### config.mk
export PLATFORM = sky130hd
export DESIGN_NAME = polite_broadcast_relay_controller_core
export DESIGN_NICKNAME = d
export VERILOG_FILES = /design/src/rtl/pbr_pkg.sv /design/src/rtl/pbr_front.sv /design/src/rtl/pbr_back.sv /design/src/rtl/polite_broadcast_relay_controller_core.sv
export VERILOG_INCLUDE_DIRS = /design/src /design/src/rtl
export SDC_FILE = /design/constraint.sdc
export NUM_CORES = 2
export LEC_CHECK = 0
export ABC_AREA = 1
export BUFFER_PORTS_ARGS = -buffer_cell sky130_fd_sc_hd__buf_2
export CAP_MARGIN = 20
export CELL_PAD_IN_SITES_DETAIL_PLACEMENT = 1
export CELL_PAD_IN_SITES_GLOBAL_PLACEMENT = 1
export CORE_MARGIN = 5
export CORE_UTILIZATION = 48
export CTS_CLUSTER_DIAMETER = 30
export DETAILED_ROUTE_END_ITERATION = 8
export PLACE_DENSITY_LB_ADDON = 0.1
export SETUP_SLACK_MARGIN = 0.3
export SLEW_MARGIN = 25
export SYNTH_ARGS = -nofsm -noshare
export SYNTH_HDL_FRONTEND = slang
export SYNTH_SLANG_ARGS = --single-unit
### constraint.sdc
create_clock -name i_clk -period 10.5 [get_ports i_clk]
set_input_delay 1.575 -clock i_clk [delete_from_list [all_inputs] [get_ports i_clk]]
set_output_delay 1.575 -clock i_clk [all_outputs]
set_load 0.005 [all_outputs]
### src/rtl/polite_broadcast_relay_controller_core_assert.svh
// Assertion macros used by the relay controller back end (pbr_back).
`ifndef POLITE_BROADCAST_RELAY_CONTROLLER_CORE_ASSERT_SVH
`define POLITE_BROADCAST_RELAY_CONTROLLER_CORE_ASSERT_SVH
`ifndef ASSERT_OFF
`define PBR_ASSERT_ALWAYS(lbl, clk, rstn, expr) \
    lbl: assert property (@(posedge clk) disable iff (!rstn) (expr)) \
        else $error("assertion failed");
`define PBR_ASSERT_IMP(lbl, clk, rstn, ante, cons) \
    lbl: assert property (@(posedge clk) disable iff (!rstn) (ante) |-> (cons)) \
        else $error("assertion failed");
`else
`define PBR_ASSERT_ALWAYS(lbl, clk, rstn, expr)
`define PBR_ASSERT_IMP(lbl, clk, rstn, ante, cons)
`endif
`endif

### src/rtl/pbr_pkg.sv
package pbr_pkg;

    localparam logic [1:0] OP_TICK  = 2'd0;
    localparam logic [1:0] OP_HEARD = 2'd1;
    localparam logic [1:0] OP_SEND  = 2'd2;

    localparam logic [1:0] KIND_TX      = 2'd0;
    localparam logic [1:0] KIND_DELIVER = 2'd1;
    localparam logic [1:0] KIND_REJECT  = 2'd2;

    localparam logic [2:0] CFG_NODE_ID   = 3'd0;
    localparam logic [2:0] CFG_BCAST     = 3'd1;
    localparam logic [2:0] CFG_SLOT_MS   = 3'd2;
    localparam logic [2:0] CFG_GUARD_MS  = 3'd3;
    localparam logic [2:0] CFG_HOLD_MS   = 3'd4;

    localparam logic [31:0] BCAST_RESET = 32'hFFFF_FFFF;
    localparam logic [9:0]  SLOT_RESET  = 10'd10;
    localparam logic [15:0] GUARD_RESET = 16'd1000;
    localparam logic [15:0] HOLD_RESET  = 16'd5000;

    localparam logic [7:0]  DELAY_DONE  = 8'hFF;
    localparam logic [15:0] MS_MAX      = 16'hFFFF;

    typedef struct packed {
        logic [1:0]  op;
        logic [31:0] sender_addr;
        logic [31:0] source_addr;
        logic [15:0] sequence_req;
        logic [31:0] dest_addr;
        logic [3:0]  buffer_tag;
        logic [8:0]  random_slots;
    } t_in;

    typedef struct packed {
        logic [1:0]  kind;
        logic [3:0]  out_tag;
        logic [31:0] out_source;
        logic [15:0] out_sequence;
        logic [31:0] out_dest;
    } t_out;

    typedef struct packed {
        logic [31:0] node_id;
        logic [31:0] broadcast_addr;
        logic [9:0]  slot_ms;
        logic [15:0] guard_ms;
        logic [15:0] hold_ms;
    } t_cfg;

    typedef enum logic [1:0] {
        CLS_TICK  = 2'd0,
        CLS_HEARD = 2'd1,
        CLS_SEND  = 2'd2
    } t_cls;

    typedef struct packed {
        t_cls        cls;
        logic [31:0] sender;
        logic [31:0] source;
        logic [15:0] seq;
        logic [31:0] dest;
        logic [3:0]  tag;
        logic [8:0]  rnd;
    } t_cmd;

endpackage

### src/rtl/pbr_front.sv
module pbr_front
    import pbr_pkg::*;
(
    input  logic i_clk,
    input  logic i_rst_n,
    input  logic i_start,
    input  t_in  i_item,
    output logic o_busy,
    output logic o_cmd_valid,
    output t_cmd o_cmd,
    input  logic i_cmd_pop
);

    t_cmd       r_mem [2];
    logic       r_wp, r_rp;
    logic [1:0] r_cnt;
    logic       n_wp, n_rp;
    logic [1:0] n_cnt;
    logic       c_push;
    t_cmd       c_cmd;

    assign o_busy      = (r_cnt == 2'd2);
    assign o_cmd_valid = (r_cnt != 2'd0);
    assign o_cmd       = r_mem[r_rp];

    // unused op codes are taken and dropped here
    always_comb begin
        c_push       = 1'b0;
        c_cmd.cls    = CLS_TICK;
        c_cmd.sender = i_item.sender_addr;
        c_cmd.source = i_item.source_addr;
        c_cmd.seq    = i_item.sequence_req;
        c_cmd.dest   = i_item.dest_addr;
        c_cmd.tag    = i_item.buffer_tag;
        c_cmd.rnd    = i_item.random_slots;
        unique case (i_item.op)
            OP_TICK: begin
                c_push    = 1'b1;
                c_cmd.cls = CLS_TICK;
            end
            OP_HEARD: begin
                c_push    = 1'b1;
                c_cmd.cls = CLS_HEARD;
            end
            OP_SEND: begin
                c_push    = 1'b1;
                c_cmd.cls = CLS_SEND;
            end
            default: c_push = 1'b0;
        endcase
        c_push = c_push && i_start && !o_busy;
    end

    always_comb begin
        n_wp  = c_push ? ~r_wp : r_wp;
        n_rp  = i_cmd_pop ? ~r_rp : r_rp;
        n_cnt = r_cnt + 2'(c_push) - 2'(i_cmd_pop);
    end

    always_ff @(posedge i_clk) begin
        if (!i_rst_n) begin
            r_wp  <= 1'b0;
            r_rp  <= 1'b0;
            r_cnt <= 2'd0;
        end else begin
            r_wp  <= n_wp;
            r_rp  <= n_rp;
            r_cnt <= n_cnt;
        end
    end

    always_ff @(posedge i_clk) begin
        if (c_push) begin
            r_mem[r_wp] <= c_cmd;
        end
    end

endmodule

### src/rtl/pbr_back.sv
`include "polite_broadcast_relay_controller_core_assert.svh"
module pbr_back
    import pbr_pkg::*;
#(
    parameter int RETX_ROUNDS     = 3,
    parameter int HEARD_LIMIT     = 4,
    parameter int SLOTS_PER_ROUND = 8,
    parameter int QUEUE_DEPTH     = 4
) (
    input  logic i_clk,
    input  logic i_rst_n,
    input  t_cfg i_cfg,
    input  logic i_cmd_valid,
    input  t_cmd i_cmd,
    output logic o_cmd_pop,
    output logic o_res_valid,
    output t_out o_res
);

    localparam int RIW = $clog2(RETX_ROUNDS > 1 ? RETX_ROUNDS : 2);
    localparam int HIW = $clog2(HEARD_LIMIT > 1 ? HEARD_LIMIT : 2);
    localparam int HCW = $clog2(HEARD_LIMIT + 1);
    localparam int QIW = $clog2(QUEUE_DEPTH > 1 ? QUEUE_DEPTH : 2);
    localparam int QCW = $clog2(QUEUE_DEPTH + 1);

    typedef enum logic [4:0] {
        ST_IDLE  = 5'b00001,
        ST_EXEC  = 5'b00010,
        ST_ROUND = 5'b00100,
        ST_HEARD = 5'b01000,
        ST_DROP  = 5'b10000
    } t_state;

    function automatic logic [7:0] f_delay(input logic [8:0] rnd, input int idx);
        logic [4:0] d;
        d = (idx < 3) ? 5'(rnd >> (3 * idx)) & 5'd7 : 5'd0;
        for (int k = 0; k < 8; k++) begin
            if (d >= 5'(SLOTS_PER_ROUND)) d = d - 5'(SLOTS_PER_ROUND);
        end
        return 8'(int'(d) + idx * SLOTS_PER_ROUND);
    endfunction

    function automatic logic [QIW-1:0] f_qnext(input logic [QIW-1:0] p);
        return (p == QIW'(QUEUE_DEPTH - 1)) ? '0 : p + 1'b1;
    endfunction

    t_state          r_state, n_state;
    t_cmd            r_cmd, n_cmd;
    logic            r_busy, n_busy;
    logic            r_hold, n_hold;
    logic [15:0]     r_hcnt, n_hcnt;
    logic [15:0]     r_elapsed, n_elapsed;
    logic [31:0]     r_src, n_src;
    logic [31:0]     r_dst, n_dst;
    logic [15:0]     r_seq, n_seq;
    logic [3:0]      r_tag, n_tag;
    logic [7:0]      r_delay [RETX_ROUNDS];
    logic [7:0]      n_delay [RETX_ROUNDS];
    logic [31:0]     r_heard [HEARD_LIMIT];
    logic [31:0]     n_heard [HEARD_LIMIT];
    logic [HCW-1:0]  r_hlen, n_hlen;
    logic [31:0]     r_qdest [QUEUE_DEPTH];
    logic [15:0]     r_qseq  [QUEUE_DEPTH];
    logic [3:0]      r_qtag  [QUEUE_DEPTH];
    logic [8:0]      r_qrnd  [QUEUE_DEPTH];
    logic [QIW-1:0]  r_qhead, n_qhead;
    logic [QIW-1:0]  r_qtail, n_qtail;
    logic [QCW-1:0]  r_qcnt, n_qcnt;
    logic [15:0]     r_nseq, n_nseq;
    logic [RIW-1:0]  r_ri, n_ri;
    logic [HCW-1:0]  r_hj, n_hj;
    logic            r_res_valid, n_res_valid;
    t_out            r_res, n_res;

    logic            c_qwr;
    logic            c_start, c_first, c_tx, c_emit;
    logic [31:0]     c_st_src, c_st_dst;
    logic [15:0]     c_st_seq;
    logic [3:0]      c_st_tag;
    logic [8:0]      c_st_rnd;
    logic [15:0]     c_h;
    logic [17:0]     c_prod;
    t_out            c_out;

    assign o_res_valid = r_res_valid;
    assign o_res       = r_res;

    assign c_prod = 18'(r_delay[r_ri]) * 18'(i_cfg.slot_ms);

    always_comb begin
        n_state     = r_state;
        n_cmd       = r_cmd;
        n_busy      = r_busy;
        n_hold      = r_hold;
        n_hcnt      = r_hcnt;
        n_elapsed   = r_elapsed;
        n_src       = r_src;
        n_dst       = r_dst;
        n_seq       = r_seq;
        n_tag       = r_tag;
        n_delay     = r_delay;
        n_heard     = r_heard;
        n_hlen      = r_hlen;
        n_qhead     = r_qhead;
        n_qtail     = r_qtail;
        n_qcnt      = r_qcnt;
        n_nseq      = r_nseq;
        n_ri        = r_ri;
        n_hj        = r_hj;
        o_cmd_pop   = 1'b0;
        c_qwr       = 1'b0;
        c_start     = 1'b0;
        c_first     = 1'b0;
        c_tx        = 1'b0;
        c_emit      = 1'b0;
        c_st_src    = r_cmd.source;
        c_st_dst    = r_cmd.dest;
        c_st_seq    = r_cmd.seq;
        c_st_tag    = r_cmd.tag;
        c_st_rnd    = r_cmd.rnd;
        c_h         = r_hcnt;
        c_out       = r_res;

        unique case (r_state)
            ST_IDLE: begin
                if (i_cmd_valid) begin
                    o_cmd_pop = 1'b1;
                    n_cmd     = i_cmd;
                    n_state   = ST_EXEC;
                end
            end
            ST_EXEC: begin
                n_state = ST_IDLE;
                unique case (r_cmd.cls)
                    CLS_TICK: begin
                        if (r_hold) begin
                            c_h    = (r_hcnt != MS_MAX) ? r_hcnt + 16'd1 : r_hcnt;
                            n_hcnt = c_h;
                            if (c_h >= i_cfg.hold_ms) n_hold = 1'b0;
                        end
                        if (r_busy) begin
                            n_elapsed = (r_elapsed != MS_MAX) ? r_elapsed + 16'd1 : r_elapsed;
                            n_ri      = '0;
                            n_state   = ST_ROUND;
                        end
                    end
                    CLS_HEARD: begin
                        if (!r_busy) begin
                            if (!r_hold) begin
                                c_start = 1'b1;
                                c_first = 1'b1;
                                n_hold  = 1'b1;
                                n_hcnt  = 16'd0;
                                if (r_cmd.dest == i_cfg.broadcast_addr ||
                                    r_cmd.dest == i_cfg.node_id) begin
                                    c_emit             = 1'b1;
                                    c_out.kind         = KIND_DELIVER;
                                    c_out.out_tag      = r_cmd.tag;
                                    c_out.out_source   = r_cmd.source;
                                    c_out.out_sequence = r_cmd.seq;
                                    c_out.out_dest     = r_cmd.dest;
                                end
                            end
                        end else if (r_cmd.source == r_src && r_cmd.seq == r_seq) begin
                            n_hj    = '0;
                            n_state = ST_HEARD;
                        end
                    end
                    CLS_SEND: begin
                        if (!r_busy) begin
                            c_start  = 1'b1;
                            c_st_src = i_cfg.node_id;
                            c_st_seq = r_nseq;
                            n_nseq   = r_nseq + 16'd1;
                            n_hold   = 1'b1;
                            n_hcnt   = 16'd0;
                            c_tx     = 1'b1;
                        end else if (r_qcnt == QCW'(QUEUE_DEPTH)) begin
                            c_emit             = 1'b1;
                            c_out.kind         = KIND_REJECT;
                            c_out.out_tag      = r_cmd.tag;
                            c_out.out_source   = i_cfg.node_id;
                            c_out.out_sequence = 16'd0;
                            c_out.out_dest     = r_cmd.dest;
                        end else begin
                            c_qwr   = 1'b1;
                            n_qtail = f_qnext(r_qtail);
                            n_qcnt  = r_qcnt + 1'b1;
                            n_nseq  = r_nseq + 16'd1;
                        end
                    end
                    default: n_state = ST_IDLE;
                endcase
            end
            ST_ROUND: begin
                // first pending round that is due fires, one round per cycle
                if (r_delay[r_ri] != DELAY_DONE && {2'b00, r_elapsed} > c_prod) begin
                    n_delay[r_ri] = DELAY_DONE;
                    c_tx          = 1'b1;
                    n_state       = ST_IDLE;
                end else if (r_ri == RIW'(RETX_ROUNDS - 1)) begin
                    n_state = (r_elapsed > i_cfg.guard_ms) ? ST_DROP : ST_IDLE;
                end else begin
                    n_ri = r_ri + 1'b1;
                end
            end
            ST_HEARD: begin
                if (r_hj == r_hlen) begin
                    if (r_hlen != HCW'(HEARD_LIMIT)) begin
                        n_heard[r_hlen[HIW-1:0]] = r_cmd.sender;
                        n_hlen  = r_hlen + 1'b1;
                        n_state = ST_IDLE;
                    end else begin
                        n_state = ST_DROP;
                    end
                end else if (r_heard[r_hj[HIW-1:0]] == r_cmd.sender) begin
                    n_state = ST_IDLE;
                end else begin
                    n_hj = r_hj + 1'b1;
                end
            end
            ST_DROP: begin
                n_busy  = 1'b0;
                n_state = ST_IDLE;
                if (r_qcnt != '0) begin
                    c_start  = 1'b1;
                    c_st_src = i_cfg.node_id;
                    c_st_dst = r_qdest[r_qhead];
                    c_st_seq = r_qseq[r_qhead];
                    c_st_tag = r_qtag[r_qhead];
                    c_st_rnd = r_qrnd[r_qhead];
                    n_qhead  = f_qnext(r_qhead);
                    n_qcnt   = r_qcnt - 1'b1;
                    c_tx     = 1'b1;
                end
            end
            default: n_state = ST_IDLE;
        endcase

        if (c_start) begin
            n_src     = c_st_src;
            n_dst     = c_st_dst;
            n_seq     = c_st_seq;
            n_tag     = c_st_tag;
            n_elapsed = 16'd0;
            n_busy    = 1'b1;
            n_hlen    = '0;
            for (int i = 0; i < RETX_ROUNDS; i++) begin
                n_delay[i] = f_delay(c_st_rnd, i);
            end
            for (int j = 0; j < HEARD_LIMIT; j++) begin
                n_heard[j] = 32'd0;
            end
        end
        if (c_first) begin
            n_heard[0] = r_cmd.sender;
            n_hlen     = HCW'(1);
        end
        if (c_tx) begin
            c_emit             = 1'b1;
            c_out.kind         = KIND_TX;
            c_out.out_tag      = n_tag;
            c_out.out_source   = n_src;
            c_out.out_sequence = n_seq;
            c_out.out_dest     = n_dst;
        end
        n_res_valid = c_emit;
        n_res       = c_out;
    end

    always_ff @(posedge i_clk) begin
        if (!i_rst_n) begin
            r_state     <= ST_IDLE;
            r_busy      <= 1'b0;
            r_hold      <= 1'b0;
            r_hcnt      <= 16'd0;
            r_elapsed   <= 16'd0;
            r_src       <= 32'd0;
            r_dst       <= 32'd0;
            r_seq       <= 16'd0;
            r_tag       <= 4'd0;
            for (int i = 0; i < RETX_ROUNDS; i++) r_delay[i] <= DELAY_DONE;
            for (int j = 0; j < HEARD_LIMIT; j++) r_heard[j] <= 32'd0;
            r_hlen      <= '0;
            r_qhead     <= '0;
            r_qtail     <= '0;
            r_qcnt      <= '0;
            r_nseq      <= 16'd0;
            r_ri        <= '0;
            r_hj        <= '0;
            r_res_valid <= 1'b0;
        end else begin
            r_state     <= n_state;
            r_busy      <= n_busy;
            r_hold      <= n_hold;
            r_hcnt      <= n_hcnt;
            r_elapsed   <= n_elapsed;
            r_src       <= n_src;
            r_dst       <= n_dst;
            r_seq       <= n_seq;
            r_tag       <= n_tag;
            r_delay     <= n_delay;
            r_heard     <= n_heard;
            r_hlen      <= n_hlen;
            r_qhead     <= n_qhead;
            r_qtail     <= n_qtail;
            r_qcnt      <= n_qcnt;
            r_nseq      <= n_nseq;
            r_ri        <= n_ri;
            r_hj        <= n_hj;
            r_res_valid <= n_res_valid;
        end
    end

    always_ff @(posedge i_clk) begin
        r_cmd <= n_cmd;
        r_res <= n_res;
        if (c_qwr) begin
            r_qdest[r_qtail] <= r_cmd.dest;
            r_qseq[r_qtail]  <= r_nseq;
            r_qtag[r_qtail]  <= r_cmd.tag;
            r_qrnd[r_qtail]  <= r_cmd.rnd;
        end
    end

    `PBR_ASSERT_ALWAYS(a_qcnt_bound, i_clk, i_rst_n, r_qcnt <= QCW'(QUEUE_DEPTH))
    `PBR_ASSERT_ALWAYS(a_heard_bound, i_clk, i_rst_n, r_hlen <= HCW'(HEARD_LIMIT))
    `PBR_ASSERT_IMP(a_res_from_work, i_clk, i_rst_n, r_res_valid, $past(r_state) != ST_IDLE)
    `PBR_ASSERT_IMP(a_queue_needs_active, i_clk, i_rst_n, r_qcnt != '0, r_busy)

endmodule

### src/rtl/polite_broadcast_relay_controller_core.sv
// Polite broadcast relay controller. Commands (tick, packet heard, local send) are taken
// when start is high and busy is low; busy rises only when the two-entry command queue
// in front of the executor is full. Each command produces at most one result, shown on
// o_res for exactly one cycle with o_res_valid high; the result cannot be stalled. The
// executor takes a command only in ST_IDLE and runs it in ST_EXEC; a tick then scans
// retransmission rounds in ST_ROUND (up to RETX_ROUNDS), a repeat compares heard-list
// entries in ST_HEARD and then appends or decides the limit, and a drop uses ST_DROP.
// The user must write configuration through i_cfg_we/i_cfg_idx/i_cfg_data only while
// no command is in flight; the block itself does not enforce this.
module polite_broadcast_relay_controller_core
    import pbr_pkg::*;
#(
    parameter int RETX_ROUNDS     = 3,
    parameter int HEARD_LIMIT     = 4,
    parameter int SLOTS_PER_ROUND = 8,
    parameter int QUEUE_DEPTH     = 4
) (
    input  logic        i_clk,
    input  logic        i_rst_n,
    input  logic        start,
    output logic        busy,
    input  t_in         i_item,
    output logic        o_res_valid,
    output t_out        o_res,
    input  logic        i_cfg_we,
    input  logic [2:0]  i_cfg_idx,
    input  logic [31:0] i_cfg_data
);

    t_cfg r_cfg, n_cfg;
    logic w_cmd_valid, w_cmd_pop;
    t_cmd w_cmd;

    always_comb begin
        n_cfg = r_cfg;
        if (i_cfg_we) begin
            unique case (i_cfg_idx)
                CFG_NODE_ID:  n_cfg.node_id        = i_cfg_data;
                CFG_BCAST:    n_cfg.broadcast_addr = i_cfg_data;
                CFG_SLOT_MS:  n_cfg.slot_ms        = i_cfg_data[9:0];
                CFG_GUARD_MS: n_cfg.guard_ms       = i_cfg_data[15:0];
                CFG_HOLD_MS:  n_cfg.hold_ms        = i_cfg_data[15:0];
                default:      n_cfg = r_cfg;
            endcase
        end
    end

    always_ff @(posedge i_clk) begin
        if (!i_rst_n) begin
            r_cfg.node_id        <= 32'd0;
            r_cfg.broadcast_addr <= BCAST_RESET;
            r_cfg.slot_ms        <= SLOT_RESET;
            r_cfg.guard_ms       <= GUARD_RESET;
            r_cfg.hold_ms        <= HOLD_RESET;
        end else begin
            r_cfg <= n_cfg;
        end
    end

    pbr_front u_front (
        .i_clk       (i_clk),
        .i_rst_n     (i_rst_n),
        .i_start     (start),
        .i_item      (i_item),
        .o_busy      (busy),
        .o_cmd_valid (w_cmd_valid),
        .o_cmd       (w_cmd),
        .i_cmd_pop   (w_cmd_pop)
    );

    pbr_back #(
        .RETX_ROUNDS     (RETX_ROUNDS),
        .HEARD_LIMIT     (HEARD_LIMIT),
        .SLOTS_PER_ROUND (SLOTS_PER_ROUND),
        .QUEUE_DEPTH     (QUEUE_DEPTH)
    ) u_back (
        .i_clk       (i_clk),
        .i_rst_n     (i_rst_n),
        .i_cfg       (r_cfg),
        .i_cmd_valid (w_cmd_valid),
        .i_cmd       (w_cmd),
        .o_cmd_pop   (w_cmd_pop),
        .o_res_valid (o_res_valid),
        .o_res       (o_res)
    );

endmodule
==> summary.txt <==
STA
  – Crit path time final: 8650 ps
  – Worst slew pin tran: 1050 ps
  – Setup Skew: 75.0 ps
  – Final hold violations: 0
  – WHS: 459 ps
  – Relative slew slack: 30.0%
  – Crit share post-route: 82.3%
  – Final Max Tran Viols: 0
  – Unrepaired setup endpoints after global routing: no
  – Final setup TNS: 0 ps
  – Final setup fails: 0
  – Maximum clock rate: 116 MHz

Power
  – VDD IR max: 224 uV
  – Pint: 11.7 mW
  – Sequential power share: 36.1%
  – Sw Share: 28.9%
  – Clk pwr share: 49.8%
  – Combinational Power Share: 14.1%
  – Pwr Total: 16.4 mW
  – LEAKAGE: 24.5 nW
  – Switch Pwr: 4.74 mW
  – Pwr per Cell Area: 264 nW/um^2

Finish
  – N_diodes: 0
  – Share of layout cells above drive strength 1: 13.1%
  – Final Instance Area: 62200 um^2
  – Area growth syn-to-layout: 22.0%
  – Post-layout util: 59.0%
  – Nets: 6167

Worst setup path
  – Crit Path Category: reg -> reg
  – Critical Path RT: 10960 ps
  – R2r worst-path depth: 30
  – CP arrival: 9110 ps
  – Crit path max fanout: 114
  – CP Capture Type: flip-flop
  – Delay of the slowest critical-path stage: 770 ps
  – Most frequent CP cell: nand2_1
  – CP Launch Type: flip-flop
  – Critical path's slowest cell: nand2_8

Detailed routing
  – First-pass DRT Iterations: 5
  – Vias per Instance: 5.57
  – Post-DRT Antenna Nets: 0
  – Via count: 41440
  – Drt wl/cell: 22.6 um
  – Iter 0 DRT Violations: 2920
  – # DRC: 0
  – Final WL: 168000 um

CTS
  – Clk_lat worst skew: 870 ps
  – CTS tree: yes
  – Post-CTS Setup Bufs: 0
  – H-tree depth: 5
  – Worst-path clk slew: 50 ps
  – Resize count post-CTS: 0
  – Root Driver: clkbuf_16
  – Clock Sinks: 1130
  – Inserted Clock Buffers: 275
  – Hold_buf cts: 0
  – Longest Clk Path Bufs: 4

Logic synthesis
  – Mean Syn Cell Area: 9.20 um^2
  – Largest family of logic cells by synthesized area: simple AND/OR/NAND/NOR gates
  – Synth Area in Simple Gates: 19.1%
  – Compound-gate portion of the synthesized area: 9.95%
  – Netlist cell types: 53
  – XOR/XNOR Fraction of Synth Area: 1.50%
  – Synth warn: 0
  – Post-synthesis mux area share: 0.0196%
  – Adder-Cell Fraction of Synth Area: 4.58%
  – Post-Syn Area: 51000 um^2
  – Yosys reg bits: 1130
  – Synth Net Count: 5864
  – Register area share after synthesis: 58.3%
  – Syn Inst Count: 5541

Global routing
  – Met2 Use GR: 52.5%
  – Largest net degree at the start of global routing: 131
  – First-pass GRT wire length: 256000 um
  – Vias in the first global route: 44059
  – Overall Global Routing Usage: 29.3%
  – GR Util met3: 4.29%
  – Grt ovf: 0
  – GR peak layer: met2
  – Initial antenna violation count: 10
  – Met1 Track Usage GR: 34.9%

Run status
  – Status: finished, final reports clean

Floorplanning
  – Die width: 336 um
  – DIE AREA: 113000 um^2
  – DIE HEIGHT: 336 um
  – Initial core utilization: 48.3%
  – I/O Pins: 254
  – Row count: 119
  – CORE AREA: 105000 um^2

Place
  – Buffers on Ports: 253
  – RePlAce Congestion: 0.846
  – DP Area: 53300 um^2
  – Post-DP HPWL: 103000 um

Worst hold path
  – Hold Crit Class: reg -> reg
  – Hold path cells: 2

Flow run
  – Max-Cap Viols: 0
-- per-layer routing --
metal  wire length (um)  share of wire, %
met5                 26             0.015
met3               8440               5.0
met1              66400                40
met2              85900                51
met4               7210               4.3
-- synth_stat cells, drive strengths merged --
cell | instances | area [um^2]
nand2 | 1484 | 5580
edfxtp | 709 | 21300
inv | 565 | 2120
o21ai | 474 | 2420
nor2 | 464 | 1770
dfxtp | 421 | 8430
nand3 | 347 | 1760
a21oi | 302 | 1510
clkbuf | 177 | 664
ha | 108 | 1350
buf | 91 | 553
o22ai | 66 | 413
xnor2 | 56 | 490
fa | 49 | 981
nand4 | 40 | 272
nor3 | 33 | 165
xor2 | 31 | 272
o211ai | 19 | 148
o21a | 19 | 143
a31oi | 18 | 113
a22oi | 16 | 120
nor4 | 8 | 86.3
o31ai | 8 | 60.1
or2 | 7 | 43.8
clkinv | 5 | 18.8
o221ai | 5 | 43.8
nand3b | 4 | 30.0
o21bai | 3 | 22.5
a211oi | 2 | 15.0
a21o | 2 | 15.0
a21boi | 1 | 7.51
a32o | 1 | 10.0
and3 | 1 | 6.26
mux2i | 1 | 10.0
nor2b | 1 | 6.26
o2111ai | 1 | 15.0
o211a | 1 | 10.0
o22a | 1 | 8.76
-- logic make-up (layout without fill, tap and decap cells) --
family,after synthesis,in the layout
buffers and inverters,838,1343
adder cells (fa/ha/maj),157,157
multiplexers,1,1
XOR/XNOR,87,87
AO/OA/AOI/OAI,939,939
flip-flops,1130,1130
AND/OR/NAND/NOR,2389,2389
-- path summary, 6_finish.rpt --
path / from / endpoint / slack (ps)
setup reg to reg: u_back.r_ri[0] / u_back.o_res[53] / 1850
hold / removal: u_back.r_heard[14] / u_back.r_heard[14] / 460
hold reg to reg: u_back.r_heard[14] / u_back.r_heard[14] / 460
setup / recovery: u_back.r_ri[0] / u_back.o_res[53] / 1850
-- power groups by stage --
| stage | Sequential (mW) | Clock [mW] | Combinational, mW |
|---|---|---|---|
| global route | 5.95 | 8.51 | 2.58 |
| global placement | 5.97 | 0 | 2.18 |
| finish | 5.93 | 8.16 | 2.31 |
| CTS | 5.92 | 8.24 | 2.34 |
| floorplan | 5.76 | 0 | 1.54 |
| detailed placement | 5.99 | 0 | 2.27 |
-- registers in the layout (all words and copies together), names as in the netlist, 24 cells and up, named ones only --
signal          cells
r_cfg             106
u_back.o_res       86
u_back.r_cmd      127
u_back.r_delay     24
u_back.r_dst       32
u_back.r_heard    128
u_back.r_qdest    128
u_back.r_qrnd      36
u_back.r_qseq      64
u_back.r_src       32
u_front.r_mem     254
-- critical path, delay by kind of cell, from the launching register on --
family / cells / cell delay (ps)
and+or+nand+nor: 15 / 2900
adders and majority gates: 6 / 2610
xor gates and xnor gates: 1 / 150
AOI/OAI and AO/OA: 2 / 390
buffers and inverters: 6 / 1440
DFF: 1 / 720
-- layout by cell type (no fill, tap or decap), types with 38 or more instances in the layout --
master	instances
nand4_1	38
a21oi_1	301
clkinv_2	40
buf_2	252
o22ai_1	66
nand2_1	1479
inv_1	546
edfxtp_1	709
dfxtp_1	417
ha_1	107
nand3_1	343
clkbuf_16	278
o21ai_1	89
fa_1	49
o21ai_0	373
nor2_1	450
xnor2_1	56
-- metrics by stage --
stage,cells,setup WS (ps)
4_1_cts,7437,1930
5_1_grt,7437,1210
2_1_floorplan,5541,1730
3_5_place_dp,6958,2040
6_report,7437,1850
3_3_place_gp,6956,2150
-- final cells by class --
type | count | area (um^2)
timing repair buffer | 294 | 1650
inverter | 570 | 2150
clock buffer | 334 | 7360
clock inverter | 145 | 1560
sequential | 1130 | 29700
tap | 1391 | 1740
fill | 11775 | 43200
multi-input combinational | 3573 | 18000
Note: power is estimated with default switching activity, not from simulation.
